==> config.mk <==
export PLATFORM = sky130hd
export DESIGN_NAME = pnes_divider
export DESIGN_NICKNAME = d
export VERILOG_FILES = /design/src/sv/pnes_divider.sv
export SDC_FILE = /design/constraint.sdc
export NUM_CORES = 1
export LEC_CHECK = 0
export BUFFER_PORTS_ARGS = -buffer_cell sky130_fd_sc_hd__buf_4
export CAP_MARGIN = 25
export CORE_MARGIN = 3
export CORE_UTILIZATION = 30
export DETAILED_ROUTE_END_ITERATION = 8
export PLACE_DENSITY_LB_ADDON = 0.1
export SKIP_CTS_REPAIR_TIMING = 1
export SLEW_MARGIN = 15
export SYNTH_ARGS = -nofsm -noshare
export SYNTH_HDL_FRONTEND = slang
export SYNTH_SLANG_ARGS = --single-unit
export TNS_END_PERCENT = 5
==> constraint.sdc <==
create_clock -name clk -period 7.8 [get_ports clk]
set_input_delay 0.39 -clock clk [delete_from_list [all_inputs] [get_ports clk]]
set_output_delay 0.39 -clock clk [all_outputs]
set_load 0.01 [all_outputs]
==> src/sv/pnes_divider.sv <==
module pnes_divider (
  input  logic        clk,
  input  logic        rst,
  input  logic        start,
  input  logic [63:0] dividend,
  input  logic [47:0] divisor,
  output logic        done,
  output logic [63:0] quotient
);

  logic        busy;
  logic [6:0]  count;
  logic [63:0] quo;
  logic [48:0] rem;
  logic [47:0] dvs;
  logic [49:0] trial;

  assign trial = {rem, quo[63]} - {2'b00, dvs};
  assign quotient = quo;

  always_ff @(posedge clk) begin
    if (rst) begin
      count <= '0;
      busy <= 1'b0;
      done <= 1'b0;
    end else begin
      done <= 1'b0;
      if (start) begin
        busy <= 1'b1;
        count <= 7'd64;
        quo <= dividend;
        rem <= '0;
        dvs <= divisor;
      end else if (busy) begin
        if (!trial[49]) begin
          rem <= trial[48:0];
          quo <= {quo[62:0], 1'b1};
        end else begin
          rem <= {rem[47:0], quo[63]};
          quo <= {quo[62:0], 1'b0};
        end
        count <= count - 7'd1;
        if (count == 7'd1) begin
          busy <= 1'b0;
          done <= 1'b1;
        end
      end
    end
  end

endmodule

==> reports/qor.csv <==
stage,metric,value,unit
run_status,status,"complete, no violations",
setup_path,Bufs and invs on worst path,1,
die,die height,187.7,µm
die,num ports,180,
clocking,# H-tree levels,4,
synthesis,"Seq/Total Area, Yosys",0.5061,
synthesis,Synth Flop Type,edfxtp_1,
clocking,clock-pin slew on the worst setup and hold paths,0.07,ns
setup_path,crit path capture,rem[47]$_SDFFCE_PP0P_,
power,switch share,0.3216,
synthesis,Synth cell types,63,
global_routing,number of global-route vias before repair,8071,
global_routing,initial antenna violation count,0,
power,Clk network pwr share,0.316,
route,Vias,7617,
setup_path,CP Data Required Time,8.06,ns
power,Pwr Density,222.2,mW/mm²
setup_path,Critical Path Stages,11,
placed_design,DP HPWL,20360,µm
min_path,hold crit path type,in2reg,
route,drt first pass iters,4,
sta,Fmax,249.8,MHz
route,DRT iter0 DRCs,393,
clocking,Clock Tree Buf Depth,2,
power,P_int,1.851,mW
die,floorplan row count,65,
global_routing,gr ovfl total,0,
power,Max IR drop VDD,0.1669,mV
setup_path,Worst path max stage delay,0.54,ns
synthesis,Post-synth EDFFs,161,
setup_path,reg-to-reg startpoint,rem[0]$_SDFFCE_PP0P_,
route,WL final,27980,µm
die,Die Wd,187.7,µm
setup_path,worst reg2reg setup slack,3.80,ns
setup_path,CP startpoint kind,flop,
route,met3 wire len,2526,µm
setup_path,"Slowest-stage cell, CP",or3_1,
global_routing,first-pass GRT wire length,44750,µm
setup_path,"Cell Chain, Critical Path",ha_1 > nor2b_1 > o2111ai_1 > a21oi_1 > o21bai_2 > a21bo_1 > a2111oi_4 > or3_1 > buf_4 > nand2_1 > o41ai_1,
global_routing,GRT Util Overall,0.1593,
power,combinational share of power,0.269,
synthesis,YS warnings,0,
route,post-route ant nets,0,
synthesis,async set-reset flop share out of synthesis,0,
sta,Final setup viols,0,
synthesis,number of synthesized register bits,170,
clocking,Root Driver,clkbuf_16,
setup_path,R2R cell count,11,
setup_path,"CP delay by family, top",compound AO/OA/AOI/OAI gates,
sta,period utilization,0.5132,
global_routing,pin count of the biggest net entering global routing,63,
route,drt drc,0,
setup_path,crit path from,rem[0]$_SDFFCE_PP0P_,
final_layout,number of nets in the layout,1246,
route,Avg Vias per Cell,4.985,
power,P_sw,0.8778,mW
die,Die Footprint,0.03524,mm²
final_layout,fillcell total,3292,
final_layout,ANT cells,0,
sta,fin. max-slew vios,0,
placed_design,# port buffers,179,
flow_run,max cap viols,0,
setup_path,Worst EP arrival,4.26,ns
final_layout,layout cells sized above 1,0.2717,
die,initial core utilization,0.3092,
power,cell leakage power,4.833,nW
final_layout,area grow syn2layout,23.96,%
route,routed len/inst,18.31,µm
synthesis,Post-Syn Instances,920,
sta,unrepaired setup endpoints after global routing,false,
clocking,CTS tree,yes,
route,M1 wire length,12640,µm
clocking,Num Clock Sinks,170,
route,routed wl met2,12500,µm
synthesis,Mean Syn Cell Area,10.77,µm²
sta,Slew @ Worst Pin,0.8985,ns
sta,"Min Clock Period, post-route",4.003,ns
power,Sequential Power Share,0.415,
sta,Rel. slew slack,0.4009,
clocking,cts bufs inserted,17,
synthesis,post-synthesis cell area,0.009908,mm²
clocking,worst-skew pair later-pin latency,0.45,ns
sta,final clock skew,0.01352,ns
sta,final hold violation count,0,
setup_path,FF-to-FF End,rem[47]$_SDFFCE_PP0P_,
setup_path,Crit Path Max Fanout,31,
synthesis,Synthesized Nets,1086,
setup_path,crit end category,flop,
route,top routing layer used,met4,
placed_design,RePlAce Congestion,0.7958,
setup_path,CP Class,reg2reg,
sta,Setup TNS Final,0,ns
die,Core Footprint,0.03204,mm²
sta,worst hold slack,0.1145,ns
[layer usage]
metal | track usage | vias up
met1 | 0.2027 | 3625
met5 | 0 | -
met4 | 0.03694 | 0
met2 | 0.2488 | 206
met3 | 0.07216 | 20
li1 | - | 3766
[through the flow]
stage               instance area [µm²]  worst slack [ns]  cells    util  power (mW)
floorplan                          9908            0.5595    920       -       1.659
global placement                  11690             3.864   1496  0.3649       1.893
detailed placement                11690             3.783   1496  0.3649       1.888
CTS                               12280             3.750   1528  0.3833       2.770
global route                      12280             3.401   1528  0.3833       2.893
finish                            12280             3.797   1528  0.3833       2.729
[Yosys cell counts, types with 16 or more instances]
master    instances  area, µm²
edfxtp_1        161       4835
o21ai_0          71      355.3
nand2_1          53      198.9
ha_1             50      625.6
mux2_2           64      720.7
a21o_1           16      120.1
a21oi_1          99      495.5
xnor2_1          25      219.0
clkbuf_1         33      123.9
inv_1            61      229.0
nand3_1          31      155.2
nor3_1           21      105.1
nor2_1           46      172.7
[state kept, by name (all words and copies together), names as in the netlist]
| signal | count |
|---|---|
| count | 7 |
| quotient | 64 |
| busy | 1 |
| dvs | 48 |
| done | 1 |
| rem | 49 |
[logic make-up after synthesis]
kind of cell	after synthesis	share of synthesized area
AO/OA/AOI/OAI	266	0.1637
XOR/XNOR	40	0.03536
adder cells (fa/ha/maj)	51	0.06516
buffers and inverters	107	0.04268
flip-flops	170	0.5061
multiplexers	68	0.07678
AND/OR/NAND/NOR	218	0.1102
[placed cells by master (no fill, tap or decap), drive strengths merged, types with 7 or more instances in the layout]
cell type	n
a211oi	9
a21o	16
a21oi	99
a311oi	8
a31oi	8
and2	7
and3	8
buf	187
clkbuf	18
dfxtp	9
edfxtp	161
ha	50
inv	71
mux2	64
nand2	53
nand3	31
nand4	12
nor2	46
nor3	23
o211ai	7
o21a	11
o21ai	74
o21bai	7
or3	7
xnor2	25
xor2	15
[power by group through the flow]
stage / clock network (mW) / registers [mW] / logic, mW
finish: 0.862 / 1.13 / 0.735
global route: 0.926 / 1.14 / 0.825
CTS: 0.895 / 1.13 / 0.741
detailed placement: 0 / 1.15 / 0.736
global placement: 0 / 1.15 / 0.739
floorplan: 0 / 1.16 / 0.500
[final cells by class]
type                       instances  area [µm²]  share of cell area
clock buffer                      18       450.4             0.03667
inverter                          61       229.0             0.01864
clock inverter                    14       140.1             0.01141
timing repair buffer             187        1404              0.1143
tap                              435       544.3             0.04432
sequential                       170        5015              0.4083
multi-input combinational        643        4499              0.3663
[how the worst min path moves through the flow]
stage	start	endpoint	slack, ns	cells after the start
finish	divisor[47]	dvs[47]$_DFFE_PP_	0.11	1
detailed placement	count[1]$_SDFFE_PP0P_	count[1]$_SDFFE_PP0P_	0.49	2
floorplan	rst	count[6]$_SDFFE_PP0N_	0.46	1
CTS	divisor[27]	dvs[27]$_DFFE_PP_	0.08	1
global placement	count[1]$_SDFFE_PP0P_	count[1]$_SDFFE_PP0P_	0.49	2
global route	divisor[27]	dvs[27]$_DFFE_PP_	0.08	1
Power figures use the tool's default switching activity.
